**src/hw/rtl/dahp_pkg.sv**
```systemverilog
// ----------------------------------------------------------------------------
// Digest header parser package
// Shared types and constants for the digest authenticate header parser.
// ----------------------------------------------------------------------------
package dahp_pkg;

   typedef enum logic [7:0] {
      PH_PREFIX   = 8'b0000_0001,
      PH_SKIP     = 8'b0000_0010,
      PH_KEY      = 8'b0000_0100,
      PH_VALSTART = 8'b0000_1000,
      PH_QUOTED   = 8'b0001_0000,
      PH_UNQUOTED = 8'b0010_0000,
      PH_DROP     = 8'b0100_0000,
      PH_DONE     = 8'b1000_0000
   } phase_type;

   localparam int unsigned PREFIX_BYTES = 7;
   localparam int unsigned NUM_KEYS     = 5;

   localparam logic [7:0] CH_SPACE = 8'h20;
   localparam logic [7:0] CH_COMMA = 8'h2C;
   localparam logic [7:0] CH_QUOTE = 8'h22;
   localparam logic [7:0] CH_EQUAL = 8'h3D;
   localparam logic [7:0] CH_NUL   = 8'h00;

   localparam int unsigned K_NONCE  = 0;
   localparam int unsigned K_REALM  = 1;
   localparam int unsigned K_QOP    = 2;
   localparam int unsigned K_OPAQUE = 3;
   localparam int unsigned K_ALGO   = 4;

   typedef struct packed {
      logic        found;
      logic [15:0] start;
      logic [16:0] length;
   } field_rec_type;

   function automatic logic [3:0] key_len(input int unsigned k);
      case (k)
         K_NONCE:  key_len = 4'd6;
         K_REALM:  key_len = 4'd6;
         K_QOP:    key_len = 4'd4;
         K_OPAQUE: key_len = 4'd7;
         default:  key_len = 4'd10;
      endcase
   endfunction

   function automatic logic [7:0] key_char(input int unsigned k, input logic [3:0] p);
      logic [79:0] s;
      s = 80'h0;
      case (k)
         K_NONCE:  s = {"nonce=", 32'h0};
         K_REALM:  s = {"realm=", 32'h0};
         K_QOP:    s = {"qop=", 48'h0};
         K_OPAQUE: s = {"opaque=", 24'h0};
         default:  s = "algorithm=";
      endcase
      key_char = (p < 4'd10) ? s[8'(79 - 8 * int'(p)) -: 8] : 8'h00;
   endfunction

   function automatic logic [7:0] authint_char(input logic [3:0] p);
      logic [63:0] s;
      s = "auth-int";
      authint_char = (p < 4'd8) ? s[7'(63 - 8 * int'(p)) -: 8] : 8'h00;
   endfunction

   function automatic logic [7:0] md5_char(input logic [3:0] p);
      logic [23:0] s;
      s = "MD5";
      md5_char = (p < 4'd3) ? s[5'(23 - 8 * int'(p)) -: 8] : 8'h00;
   endfunction

endpackage

```
**src/hw/rtl/digest_auth_header_parser.sv**
```systemverilog
// ----------------------------------------------------------------------------
// Digest authenticate header parser
// Parses one header value per frame of bytes and reports field locations.
// ----------------------------------------------------------------------------
// The block takes one header byte per transfer and accepts a byte in every
// cycle that no held result blocks; each accepted byte updates the parser
// state. On the transfer marked last, one result leaves through an output
// register in the next cycle, and the parser is already cleared for the next
// header. Input stalls only while a finished result waits and cannot be moved on.
module digest_auth_header_parser #(
   parameter int unsigned MAX_TOKENS       = 12,
   parameter int unsigned MAX_HEADER_BYTES = 1024,
   parameter int unsigned MAX_QOP_OPTIONS  = 2
) (
   input  logic        clock,
   input  logic        reset,
   input  logic        req_valid,
   output logic        req_ready,
   input  logic [7:0]  req_data_byte,
   input  logic        req_last,
   output logic        rsp_valid,
   input  logic        rsp_ready,
   output logic        rsp_nonce_found,
   output logic [9:0]  rsp_nonce_start,
   output logic [10:0] rsp_nonce_length,
   output logic        rsp_realm_found,
   output logic [9:0]  rsp_realm_start,
   output logic [10:0] rsp_realm_length,
   output logic        rsp_opaque_found,
   output logic [9:0]  rsp_opaque_start,
   output logic [10:0] rsp_opaque_length,
   output logic [1:0]  rsp_qop_flags,
   output logic        rsp_algorithm_md5,
   output logic [3:0]  rsp_token_count
);
   import dahp_pkg::*;

   localparam int PW = $clog2(MAX_HEADER_BYTES + 1);
   localparam int TW = $clog2(MAX_TOKENS + 1);
   localparam int OW = $clog2(MAX_QOP_OPTIONS + 1);

   phase_type          phase_ff, phase_in;
   logic [PW-1:0]      pos_ff, pos_in;
   logic [TW-1:0]      tok_ff, tok_in;
   logic [4:0]         cand_ff, cand_in;
   logic [3:0]         kpos_ff, kpos_in;
   logic [15:0]        vstart_ff, vstart_in;
   logic [3:0]         opos_ff, opos_in;
   logic               ofrz_ff, ofrz_in;
   logic               oin_ff, oin_in;
   logic [OW-1:0]      onum_ff, onum_in;
   logic [1:0]         opend_ff, opend_in;
   field_rec_type      rec_ff [3];
   field_rec_type      rec_in [3];
   logic [1:0]         qop_ff, qop_in;
   logic               md5_ff, md5_in;

   logic               ov_ff;
   field_rec_type      orec_ff [3];
   logic [1:0]         oqop_ff;
   logic               omd5_ff;
   logic [3:0]         otok_ff;

   logic               acc;
   logic [15:0]        pos16;
   logic [2:0]         ckey;
   field_rec_type      frec [3];
   logic [1:0]         fqop;
   logic               fmd5;

   assign req_ready = !ov_ff || rsp_ready;
   assign acc       = req_valid && req_ready;
   assign pos16     = 16'(pos_ff);

   always_comb begin
      ckey = 3'd5;
      for (int k = NUM_KEYS - 1; k >= 0; k--) begin
         if (cand_in[k]) begin
            ckey = 3'(k);
         end
      end
   end

   always_comb begin
      logic [7:0]  b;
      logic        active;
      logic        nul;
      logic        do_val;
      logic        do_commit;
      logic [15:0] cend;
      logic        do_fin;
      logic [1:0]  pend;
      logic [4:0]  sel;
      int          ri;

      b         = req_data_byte;
      phase_in  = phase_ff;
      pos_in    = pos_ff;
      tok_in    = tok_ff;
      cand_in   = cand_ff;
      kpos_in   = kpos_ff;
      vstart_in = vstart_ff;
      opos_in   = opos_ff;
      ofrz_in   = ofrz_ff;
      oin_in    = oin_ff;
      onum_in   = onum_ff;
      opend_in  = opend_ff;
      qop_in    = qop_ff;
      md5_in    = md5_ff;
      for (int i = 0; i < 3; i++) begin
         rec_in[i] = rec_ff[i];
      end
      do_val    = 1'b0;
      do_commit = 1'b0;
      cend      = pos16;
      sel       = 5'd0;
      ri        = 0;

      active = (32'(pos_ff) < MAX_HEADER_BYTES);
      nul    = (b == CH_NUL);
      do_fin = 1'b0;

      if (active) begin
         pos_in = pos_ff + PW'(1);
         if (phase_ff != PH_DONE) begin
            if (nul) begin
               do_fin = 1'b1;
            end else begin
               case (phase_ff)
                  PH_PREFIX: begin
                     if (32'(pos_ff) + 1 >= PREFIX_BYTES) begin
                        phase_in = PH_SKIP;
                     end
                  end
                  PH_SKIP, PH_KEY: begin
                     if (phase_ff == PH_SKIP && (b == CH_SPACE || b == CH_COMMA)) begin
                        phase_in = PH_SKIP;
                     end else if (phase_ff == PH_SKIP && 32'(tok_ff) >= MAX_TOKENS) begin
                        phase_in = PH_DONE;
                     end else begin
                        logic [4:0] c;
                        logic [3:0] kp;
                        c  = cand_ff;
                        kp = kpos_ff;
                        if (phase_ff == PH_SKIP) begin
                           tok_in = tok_ff + TW'(1);
                           c      = 5'h1F;
                           kp     = 4'd0;
                        end
                        phase_in = PH_KEY;
                        if (b == CH_EQUAL) begin
                           for (int k = 0; k < NUM_KEYS; k++) begin
                              if (c[k] && (5'(kp) + 5'd1 == 5'(key_len(k)))) begin
                                 sel = 5'(1 << k);
                              end
                           end
                           cand_in   = sel;
                           kpos_in   = kp;
                           vstart_in = pos16 + 16'd1;
                           opos_in   = 4'd0;
                           ofrz_in   = 1'b0;
                           oin_in    = 1'b0;
                           onum_in   = '0;
                           opend_in  = 2'd0;
                           phase_in  = PH_VALSTART;
                        end else begin
                           for (int k = 0; k < NUM_KEYS; k++) begin
                              if (c[k] && !((5'(kp) + 5'd1 < 5'(key_len(k))) &&
                                            key_char(k, kp) == b)) begin
                                 c[k] = 1'b0;
                              end
                           end
                           cand_in = c;
                           kpos_in = (kp < 4'd15) ? kp + 4'd1 : kp;
                        end
                     end
                  end
                  PH_VALSTART, PH_UNQUOTED: begin
                     if (phase_ff == PH_VALSTART && b == CH_QUOTE) begin
                        vstart_in = pos16 + 16'd1;
                        phase_in  = PH_QUOTED;
                     end else begin
                        if (phase_ff == PH_VALSTART) begin
                           vstart_in = pos16;
                        end
                        phase_in = PH_UNQUOTED;
                        if (b == CH_COMMA) begin
                           do_commit = 1'b1;
                           phase_in  = PH_SKIP;
                        end else begin
                           do_val = 1'b1;
                        end
                     end
                  end
                  PH_QUOTED: begin
                     if (b == CH_QUOTE) begin
                        do_commit = 1'b1;
                        phase_in  = PH_DROP;
                     end else begin
                        do_val = 1'b1;
                     end
                  end
                  PH_DROP: begin
                     phase_in = PH_SKIP;
                  end
                  default: begin
                  end
               endcase
            end
         end
      end

      if (req_last && phase_ff != PH_DONE && !(active && nul)) begin
         do_fin = 1'b1;
      end
      if (do_fin) begin
         if (phase_in == PH_VALSTART || phase_in == PH_UNQUOTED) begin
            do_commit = 1'b1;
            cend      = 16'(pos_in);
         end else if (phase_in == PH_QUOTED) begin
            if (ckey == 3'(K_NONCE) || ckey == 3'(K_REALM) || ckey == 3'(K_OPAQUE)) begin
               ri = (ckey == 3'(K_NONCE)) ? 0 : (ckey == 3'(K_REALM)) ? 1 : 2;
               rec_in[ri] = '0;
            end
         end
         if (do_fin && active && nul) begin
            cend = pos16;
         end
      end

      if (do_val) begin
         if (ckey == 3'(K_ALGO)) begin
            if (!ofrz_in && opos_in < 4'd3) begin
               if (md5_char(opos_in) == b) opos_in = opos_in + 4'd1;
               else ofrz_in = 1'b1;
            end
         end else if (ckey == 3'(K_QOP)) begin
            if (oin_in) begin
               if (b == CH_COMMA) begin
                  if (opos_in >= 4'd8) opend_in[1] = 1'b1;
                  else if (opos_in >= 4'd4) opend_in[0] = 1'b1;
                  oin_in = 1'b0;
               end else if (!ofrz_in && opos_in < 4'd8) begin
                  if (authint_char(opos_in) == b) opos_in = opos_in + 4'd1;
                  else ofrz_in = 1'b1;
               end
            end else if (b != CH_SPACE && b != CH_COMMA &&
                         32'(onum_in) < MAX_QOP_OPTIONS) begin
               onum_in = onum_in + OW'(1);
               oin_in  = 1'b1;
               ofrz_in = 1'b0;
               opos_in = (authint_char(4'd0) == b) ? 4'd1 : 4'd0;
               ofrz_in = (authint_char(4'd0) != b);
            end
         end
      end

      if (do_commit) begin
         if (ckey == 3'(K_NONCE) || ckey == 3'(K_REALM) || ckey == 3'(K_OPAQUE)) begin
            ri = (ckey == 3'(K_NONCE)) ? 0 : (ckey == 3'(K_REALM)) ? 1 : 2;
            rec_in[ri].found  = 1'b1;
            rec_in[ri].start  = vstart_in;
            rec_in[ri].length = 17'(cend - vstart_in);
         end else if (ckey == 3'(K_QOP)) begin
            pend = opend_in;
            if (oin_in) begin
               if (opos_in >= 4'd8) pend[1] = 1'b1;
               else if (opos_in >= 4'd4) pend[0] = 1'b1;
               oin_in = 1'b0;
            end
            opend_in = pend;
            qop_in   = qop_in | pend;
         end else if (ckey == 3'(K_ALGO)) begin
            if (opos_in >= 4'd3) md5_in = 1'b1;
         end
      end
      if (do_fin) begin
         phase_in = PH_DONE;
      end

      for (int i = 0; i < 3; i++) begin
         frec[i] = rec_in[i];
      end
      fqop = qop_in;
      fmd5 = md5_in;
   end

   always_ff @(posedge clock) begin
      if (reset) begin
         ov_ff <= 1'b0;
      end else if (acc && req_last) begin
         ov_ff <= 1'b1;
      end else if (rsp_ready) begin
         ov_ff <= 1'b0;
      end
      if (acc && req_last) begin
         for (int i = 0; i < 3; i++) begin
            orec_ff[i] <= frec[i];
         end
         oqop_ff <= fqop;
         omd5_ff <= fmd5;
         otok_ff <= 4'(tok_in);
      end
   end

   always_ff @(posedge clock) begin
      if (reset || (acc && req_last)) begin
         phase_ff  <= PH_PREFIX;
         pos_ff    <= '0;
         tok_ff    <= '0;
         cand_ff   <= 5'h1F;
         kpos_ff   <= 4'd0;
         vstart_ff <= 16'd0;
         opos_ff   <= 4'd0;
         ofrz_ff   <= 1'b0;
         oin_ff    <= 1'b0;
         onum_ff   <= '0;
         opend_ff  <= 2'd0;
         qop_ff    <= 2'd0;
         md5_ff    <= 1'b0;
         for (int i = 0; i < 3; i++) begin
            rec_ff[i] <= '0;
         end
      end else if (acc) begin
         phase_ff  <= phase_in;
         pos_ff    <= pos_in;
         tok_ff    <= tok_in;
         cand_ff   <= cand_in;
         kpos_ff   <= kpos_in;
         vstart_ff <= vstart_in;
         opos_ff   <= opos_in;
         ofrz_ff   <= ofrz_in;
         oin_ff    <= oin_in;
         onum_ff   <= onum_in;
         opend_ff  <= opend_in;
         qop_ff    <= qop_in;
         md5_ff    <= md5_in;
         for (int i = 0; i < 3; i++) begin
            rec_ff[i] <= rec_in[i];
         end
      end
   end

   assign rsp_valid         = ov_ff;
   assign rsp_nonce_found   = orec_ff[0].found;
   assign rsp_nonce_start   = orec_ff[0].start[9:0];
   assign rsp_nonce_length  = orec_ff[0].length[10:0];
   assign rsp_realm_found   = orec_ff[1].found;
   assign rsp_realm_start   = orec_ff[1].start[9:0];
   assign rsp_realm_length  = orec_ff[1].length[10:0];
   assign rsp_opaque_found  = orec_ff[2].found;
   assign rsp_opaque_start  = orec_ff[2].start[9:0];
   assign rsp_opaque_length = orec_ff[2].length[10:0];
   assign rsp_qop_flags     = oqop_ff;
   assign rsp_algorithm_md5 = omd5_ff;
   assign rsp_token_count   = otok_ff;

endmodule

```
**config.mk**
```make
export PLATFORM = sky130hd
export DESIGN_NAME = digest_auth_header_parser
export DESIGN_NICKNAME = d
export VERILOG_FILES = /design/src/hw/rtl/dahp_pkg.sv /design/src/hw/rtl/digest_auth_header_parser.sv
export SDC_FILE = /design/constraint.sdc
export NUM_CORES = 1
export LEC_CHECK = 0
export BUFFER_PORTS_ARGS = -buffer_cell sky130_fd_sc_hd__buf_2
export CAP_MARGIN = 10
export CORE_MARGIN = 2
export CORE_UTILIZATION = 35
export DETAILED_ROUTE_END_ITERATION = 10
export GPL_TIMING_DRIVEN = 0
export HOLD_SLACK_MARGIN = 0.03
export PLACE_DENSITY = 0.52
export SLEW_MARGIN = 20
export SYNTH_ARGS = -nofsm -noshare
export SYNTH_HDL_FRONTEND = slang
export SYNTH_SLANG_ARGS = --single-unit
```
**constraint.sdc**
```tcl
create_clock -name clock -period 8.55 [get_ports clock]
set_input_delay 0.855 -clock clock [delete_from_list [all_inputs] [get_ports clock]]
set_output_delay 0.855 -clock clock [all_outputs]
set_load 0.02 [all_outputs]
```
# Yosys cells after proc, flatten, opt, wreduce, memory -nomap -nowiden
# Memory sizes are Yosys's and may differ from the RTL's.
# Index checks and enable logic that the tools add are counted.
# totals
out_inout_bits	75
n_memories	2
inputBits	13
mem_bits_rw	204
register_bits	69
# op_classes
eq_ne	34
n_bitwise	10
reduce_logical	50
mux	314
shifts	7
add_sub_neg	12
magnitude_cmp	19
# mem_list
name	depth	width	rd	rd_ports_with_merged_regs	write_ports	line_no	text
orec_ff	3	34	3	0	3	digest_auth_header_parser.sv:59	field_rec_type orec_ff [3];
rec_ff	3	34	3	0	3	digest_auth_header_parser.sv:53	field_rec_type rec_ff [3];
# ops
operator	n
80-bit 2-to-1 mux	35
102-bit 2-to-1 mux	6
87-bit by 8-bit variable part select with 8-bit output	5
4-bit 2-to-1 mux	90
102-bit bitwise mux	3
34-bit demux with 2-bit select	4
34-bit 2-to-1 mux	5
16-bit 2-to-1 mux	10
8-bit 2-to-1 mux	15
102-bit AND	1
102-bit NOT	1
5-bit 2-to-1 mux	18
1-bit 2-to-1 mux	78
2-bit 2-to-1 mux	36
71-bit by 7-bit variable part select with 8-bit output, first input constant	1
8-bit == test	7
8-bit by 6-bit == test with 1-bit output, second input constant	6
8-bit case mux with 5 select lines	1
33-bit 2-to-1 mux	1
32-bit by 3-bit >= comparator with 1-bit output, second input constant	1
32-bit by 1-bit less-than comparator with 1-bit output, second input constant	1
2-bit NOT with 32-bit output	1
16-bit case mux with 2 select lines	1
31-bit by 5-bit variable part select with 8-bit output, first input constant	1
other kinds (48)	118

# Depth between registers and ports, before layout
# Gate-level depths: netlist (run 1).
# depth
ltp_word	48
ltp_mapped	29

# Least setup slack after synthesis (run 1)
# Ideal clock, no wire load.
# synth_timing
kind	input to register
startpoint	input req_data_byte[1]
endpoint	memory rec_ff[0][43] (netlist name), data pin
slack_ps	2609
path_stages	23
n_path_buf	1
arrival_ps	5810
setup_time_ps	131
path_cell_list	clkbuf_1 nor4b_1 nand4_1 o211a_1 a21o_1 a2111oi_0 mux2_2 and4_1 nor2b_1 nand2_1 o21ai_0 ha_1 nor2b_1 o21ai_0 a21boi_0 o21ai_0 a21oi_1 o21ai_0 a21oi_1 or4_1 and3_1 o21ai_1 and2_1
# synth_rtl
element	line_no	text
start, declared	digest_auth_header_parser.sv:19	input logic [7:0] req_data_byte,
end, declared	digest_auth_header_parser.sv:53	

==> results of run 1 <==
-- final timing paths --
kind / start / end / slack [ns] / cells after the start
setup / recovery: pos_ff[1] / rec_ff[0][77] / 0.93 / 27
setup reg to reg: pos_ff[1] / rec_ff[0][77] / 0.93 / 27
hold reg to reg: qop_ff[0] / qop_ff[0] / 0.45 / 2
hold / removal: qop_ff[0] / qop_ff[0] / 0.45 / 2
-- layout make-up --
cell class,count,area (um2)
clock inverters,15,160
clock buffers,17,425
well taps,468,586
inverters,38,145
flip-flops and latches,196,5320
fillers,3720,21800
repair buffers,88,483
plain buffers,114,475
multi-input cells,1138,6920
-- Yosys cell counts (all sizes together), types with 16 or more instances --
library cell / n / area, um2
nor2: 127 / 484
a31oi: 21 / 131
xnor2: 33 / 289
xor2: 20 / 175
clkbuf: 76 / 285
o31ai: 16 / 120
dfxtp: 57 / 1140
edfxtp: 139 / 4170
nand2b: 16 / 100
a31o: 20 / 175
nor3: 41 / 205
a21oi: 86 / 434
and2: 73 / 457
a211oi: 20 / 150
buf: 38 / 186
ha: 23 / 288
o21ai: 144 / 724
inv: 37 / 139
nand2: 151 / 567
nand3: 68 / 345
-- worst reg2reg max path: cells and delay by family (launching register included) --
kind,cells,cell delay [ns]
adder cells (fa/ha/maj),3,0.89
flip-flops,1,0.55
buffers and inverters,3,0.60
AND/OR/NAND/NOR,9,2.59
AO/OA/AOI/OAI,12,2.86
-- power by group --
| part | internal, mW | leakage, nW | switching, mW |
|---|---|---|---|
| registers | 1.06 | 1.89 | 0.0119 |
| clock network | 0.391 | 0.273 | 0.439 |
| logic | 0.0534 | 3.11 | 0.129 |
-- cell families after synthesis --
kind of cell,after synthesis,synth area share [%]
xor gates and xnor gates,53,3.62
DFF,196,41.5
muxes,12,0.966
AOI/OAI and AO/OA,447,22.6
and+or+nand+nor,601,24.1
buffers and inverters,152,4.79
adders and majority gates,25,2.48
-- per-layer routing --
metal	GRT usage, %	routed length [um]	vias to the layer above
met2	38.1	21000	466
met1	35.8	22500	6047
li1	-	-	5728
met4	7.72	1180	0
met5	0	0	-
met3	4.09	3050	75
-- registers in the layout, summed over array words and instances, names as in the netlist --
register and cells:
rsp_algorithm_md5 1, vstart_ff 11, md5_ff 1, rsp_token_count 4, rsp_valid 1, kpos_ff 4
oin_ff 1, opend_ff 2, pos_ff 11, phase_ff 8, qop_ff 2, tok_ff 4
cand_ff 5, rec_ff 66, opos_ff 4, orec_ff 66, ofrz_ff 1, rsp_qop_flags 2
onum_ff 2
-- metrics by stage --
step	std cells	hold slack, ns	setup slack [ns]
detailed placement	2042	0.434	1.06
global placement	2037	0.430	0.704
global route	2074	0.480	0.226
CTS	2074	0.454	1.12
finish	2074	0.450	0.928
floorplan	1486	0.416	2.61
==> results.sh, run 1 <==
export IMPL_flow_area_growth_from_synthesis_pct=13.2
export IMPL_setup_repair_after_global_routing_missed_its_margin="no"
export IMPL_grt_overflow_total=0
export IMPL_route_antenna_remaining_nets=0
export IMPL_netlist_instances=1486
export IMPL_synthesis_area_um2=12800
export IMPL_clock_latency_ns=0.46
export IMPL_start_kind="flop"
export IMPL_design_die_area_um2=38200
export IMPL_place_area_um2=13900
export IMPL_worst_path_max_fanout=10
export IMPL_power_total_mw=2.08
export IMPL_vdd_ir_drop_worst_mv=0.117
export IMPL_synth_edff_count=139
export IMPL_cts_root_buf="clkbuf_16"
export IMPL_final_min_period_over_clock_period_pct=89.1
export IMPL_place_congestion=0.966
export IMPL_vias_in_the_first_global_route=11600
export IMPL_cp_end_kind="flop"
export IMPL_number_of_warnings_reported_in_the_yosys_synthesis_log=0
export IMPL_drc_marker_count_from_the_first_detailed_route_iteration=1269
export IMPL_drive_above_1_share_pct=12.7
export IMPL_design_area_um2=14500
export IMPL_die_height_um=195
export IMPL_cts_resized_gates=0
export IMPL_leakage_nw=5.28
export IMPL_postCtsSetupRepairBufs=0
export IMPL_power_density_nw_per_um2=144
export IMPL_cts_htree_levels=4
export IMPL_synth_yosys_seq_area_share_pct=41.5
export IMPL_worst_pin_slew_ns=1.09
export IMPL_die_x_extent_um=195
export IMPL_worst_path_dominant_cell_family="compound AO/OA/AOI/OAI gates"
export IMPL_global_route_usage_total_pct=24.9
export IMPL_clkSinkCount=196
export IMPL_first_pass_iters=6
export IMPL_std_cell_rows=70
export IMPL_finalMaxSlewViolations=0
export IMPL_worst_slew_margin_rel_pct=27.6
export IMPL_postSynthNetCount=1523
export IMPL_crit_buf_inv=3
export IMPL_finalWirelength_mm=47.7
export IMPL_synth_ff_type="edfxtp_1"
export IMPL_cts_reportedPaths_clkPinSlew_ns=0.09
export IMPL_placeableCoreArea_um2=36300
export IMPL_timing_setup_tns_ns=0
export IMPL_max_cap_viol=0
export IMPL_final_hold_viol_count=0
export IMPL_top_level_ports=88
export IMPL_yosysUniqueCellTypes=89
export IMPL_initial_antenna_violation_count=0
export IMPL_hpwl_mm=35.7
export IMPL_post_route_util_pct=39.9
export IMPL_crit_top_cell="o21ai_0"
export IMPL_design_final_nets=1630
export IMPL_skew_ns=0.0269
export IMPL_setup_viol_count_final=0
export IMPL_wire_per_inst_um=23.0
export IMPL_async_reset_ff_share_pct=0
export IMPL_avgViaCountPerCell=5.94
export IMPL_cts_buffers=17
export IMPL_max_freq_mhz=131
export IMPL_critPathKind="reg -> reg"
export IMPL_syn_area_per_cell_um2=8.63
export IMPL_yosys_register_bits=196
export IMPL_io_buffer_count=83
export IMPL_drc=0
export IMPL_tritoncts_clock_tree="done"
export IMPL_pin_count_of_the_biggest_net_entering_global_routing=60
export IMPL_status="complete, no violations"
export IMPL_routed_via_count=12300
export IMPL_ctsLongestPathBuffers=2
export IMPL_cpPeakStageDelay_ns=0.58
export IMPL_worst_ep_arrival_time_ns=7.94
export IMPL_crit_path_top_delay_cell="nor4_1"
export IMPL_hold_class="reg -> reg"
export IMPL_period_minus_slack_ns=7.62
export IMPL_required_ns=8.87
export IMPL_commonest_cells_after_routing_fill_and_taps_aside="151 x nand2_1, 139 x edfxtp_1, 126 x nor2_1, 110 x buf_2, 110 x o21ai_0"
export IMPL_antenna_cells=0
export IMPL_hold_buf_count_cts=0
export IMPL_final_common_cell="nand2_1"
export IMPL_grt_first_pass_wirelength_mm=72.7
export IMPL_initial_utilization_pct=35.3
Note: power is estimated with default switching activity, not from simulation.
==> run 2: changes to the inputs <==
- PLACE_DENSITY: 0.52 -> 0.54
- clock period: 8.55 -> 6.6 ns (I/O delays scaled with it)
==> run 2 against run 1 <==
Net effect:
- total power rose by 28%
- final area increased by 1.1%
- sequential power increased by 30%
- flip-flop and latch count did not move
- clock skew down 0.012 ns
- utilization up 0.42 points
- critical path depth shrank 6
- critical path type unchanged
- worst setup slack worse by 0.69 ns
==> results.sh, run 2 (synthesis results as in run 1) <==
export IMPL_status="complete, no violations"
export IMPL_biggestRegsByFlops="orec_ff: 66 flops, rec_ff: 66 flops"
export IMPL_filler_cell_count=3675
export IMPL_cts_buffers=17
export IMPL_hold_ws_ns=0.420
export IMPL_finalWirelength_mm=47.2
export IMPL_hp_start="reset"
export IMPL_worst_slew_margin_rel_pct=23.4
export IMPL_finalMaxSlewViolations=0
export IMPL_place_congestion=0.953
export IMPL_pin_count_of_the_biggest_net_entering_global_routing=52
export IMPL_start_kind="flop"
export IMPL_drive_above_1_share_pct=14.4
export IMPL_max_cap_viol=0
export IMPL_design_final_nets=1631
export IMPL_grt_first_pass_wirelength_mm=71.0
export IMPL_placed_cells=2043
export IMPL_die_height_um=195
export IMPL_final_seq_area_um2=5320
export IMPL_worst_setup_path_startpoint="phase_ff[2]"
export IMPL_worst_path_max_fanout=10
export IMPL_tritoncts_clock_tree="done"
export IMPL_setup_viol_count_final=0
export IMPL_design_die_area_um2=38200
export IMPL_finalNonFillerCells=2075
export IMPL_route_antenna_remaining_nets=0
export IMPL_wire_per_inst_um=22.8
export IMPL_vias_in_the_first_global_route=11500
export IMPL_final_common_cell="nand2_1"
export IMPL_avgViaCountPerCell=5.98
export IMPL_final_hold_viol_count=0
export IMPL_hpwl_mm=35.1
export IMPL_design_area_um2=14700
export IMPL_drc=0
export IMPL_dp_slack_ns=-0.868
export IMPL_die_x_extent_um=195
export IMPL_clkSinkCount=196
export IMPL_setup_repair_after_global_routing_missed_its_margin="yes"
export IMPL_setup_ws_ns=0.237
export IMPL_drc_marker_count_from_the_first_detailed_route_iteration=1537
export IMPL_detailroute_wirelength_met3_mm=3.71
export IMPL_critPathKind="reg -> reg"
export IMPL_multi_input_comb_area_um2=7060
export IMPL_std_cell_rows=70
export IMPL_power_density_nw_per_um2=182
export IMPL_cpPeakStageDelay_ns=0.52
export IMPL_routed_via_count=12400
export IMPL_vdd_ir_drop_worst_mv=0.200
export IMPL_grt_overflow_total=0
export IMPL_io_buffer_count=83
export IMPL_initial_utilization_pct=35.3
export IMPL_clock_latency_ns=0.46
export IMPL_place_area_um2=13900
export IMPL_worst_pin_slew_ns=1.13
export IMPL_post_route_util_pct=40.3
export IMPL_placeableCoreArea_um2=36300
export IMPL_cts_reportedPaths_clkPinSlew_ns=0.08
export IMPL_flow_area_growth_from_synthesis_pct=14.4
export IMPL_reg_to_reg_startpoint="phase_ff[2]"
export IMPL_top_level_ports=88
export IMPL_cp_end_kind="flop"
export IMPL_global_route_usage_total_pct=24.5
export IMPL_series_of_cell_instances_along_the_critical_path="or4b_1, clkbuf_1, nor2_4, nor2_1, inv_1, ha_1, buf_2, clkbuf_2, clkbuf_1, buf_2, nand2_1, a21oi_1, a21oi_1, o221ai_1, xnor2_1, or4_1, o31ai_1, nor2b_1, a32oi_1, a211oi_1, o21bai_1"
export IMPL_skew_ns=0.0146
export IMPL_max_freq_mhz=157
export IMPL_timing_setup_tns_ns=0
export IMPL_leakage_nw=5.36
export IMPL_first_pass_iters=5
export IMPL_cts_root_buf="clkbuf_16"
export IMPL_wl_met2_mm=20.8
export IMPL_cts_htree_levels=4
export IMPL_worst_ep_arrival_time_ns=6.57
export IMPL_initial_antenna_violation_count=0
export IMPL_met1_wire_length_mm=21.4
export IMPL_ctsLongestPathBuffers=2
export IMPL_required_ns=6.80
export IMPL_power_total_mw=2.67
export IMPL_hold_class="in -> reg"
export IMPL_crit_path_top_delay_cell="or4b_1"
export IMPL_routed_top_layer="met4"
export IMPL_period_minus_slack_ns=6.36
export IMPL_final_min_period_over_clock_period_pct=96.4
export IMPL_commonest_cells_after_routing_fill_and_taps_aside="151 x nand2_1, 139 x edfxtp_1, 124 x nor2_1, 111 x buf_2, 110 x o21ai_0"
[run 2: cell types whose count changed in the layout (fill, tap and decap cells not counted), sizes merged]
cell / change
diode: +1
clkinvlp: -4
buf: +2
clkbuf: -1
inv: +3
[run 2: final cells by class]
class	instances	share of cell area, %
Antenna cell	1	0.0171
Buffer	111	3.24
Clock buffer	17	2.90
Clock inverter	14	0.922
Inverter	38	0.990
Multi-Input combinational cell	1138	48.1
Sequential cell	196	36.3
Tap cell	468	3.99
Timing Repair Buffer	92	3.53
[run 2: power breakdown]
group / total, mW / switching, mW / internal, mW
logic: 0.243 / 0.169 / 0.0740
registers: 1.39 / 0.0147 / 1.37
clock network: 1.04 / 0.543 / 0.501
[run 2: path summary, 6_finish.rpt]
path         slack, ns                end  cells past startpoint
max reg2reg       0.24  rsp_algorithm_md5                     21
min               0.42          rsp_valid                      2
max               0.24  rsp_algorithm_md5                     21
min reg2reg       0.45          qop_ff[0]                      2
[run 2: timing repair]
action,in CTS,in global routing
hold buffers,0,0
gates resized for setup,10,30
buffers inserted,1,2
pin swaps,2,3
setup endpoints to repair,72,92
[run 2: worst max-delay path: cells and delay by family (launching register included)]
kind,cells,cell delay (ns)
buffers and inverters,6,1.79
AOI/OAI and AO/OA,7,1.67
and+or+nand+nor,6,2.00
DFF,1,0.37
xor gates and xnor gates,1,0.11
adders and majority gates,1,0.15
[run 2: per-layer routing]
metal | up-vias | global-route usage, %
li1 | 5731 | -
met1 | 6049 | 35.3
met2 | 567 | 37.4
met3 | 70 | 3.78
met4 | 0 | 8.31
met5 | - | 0
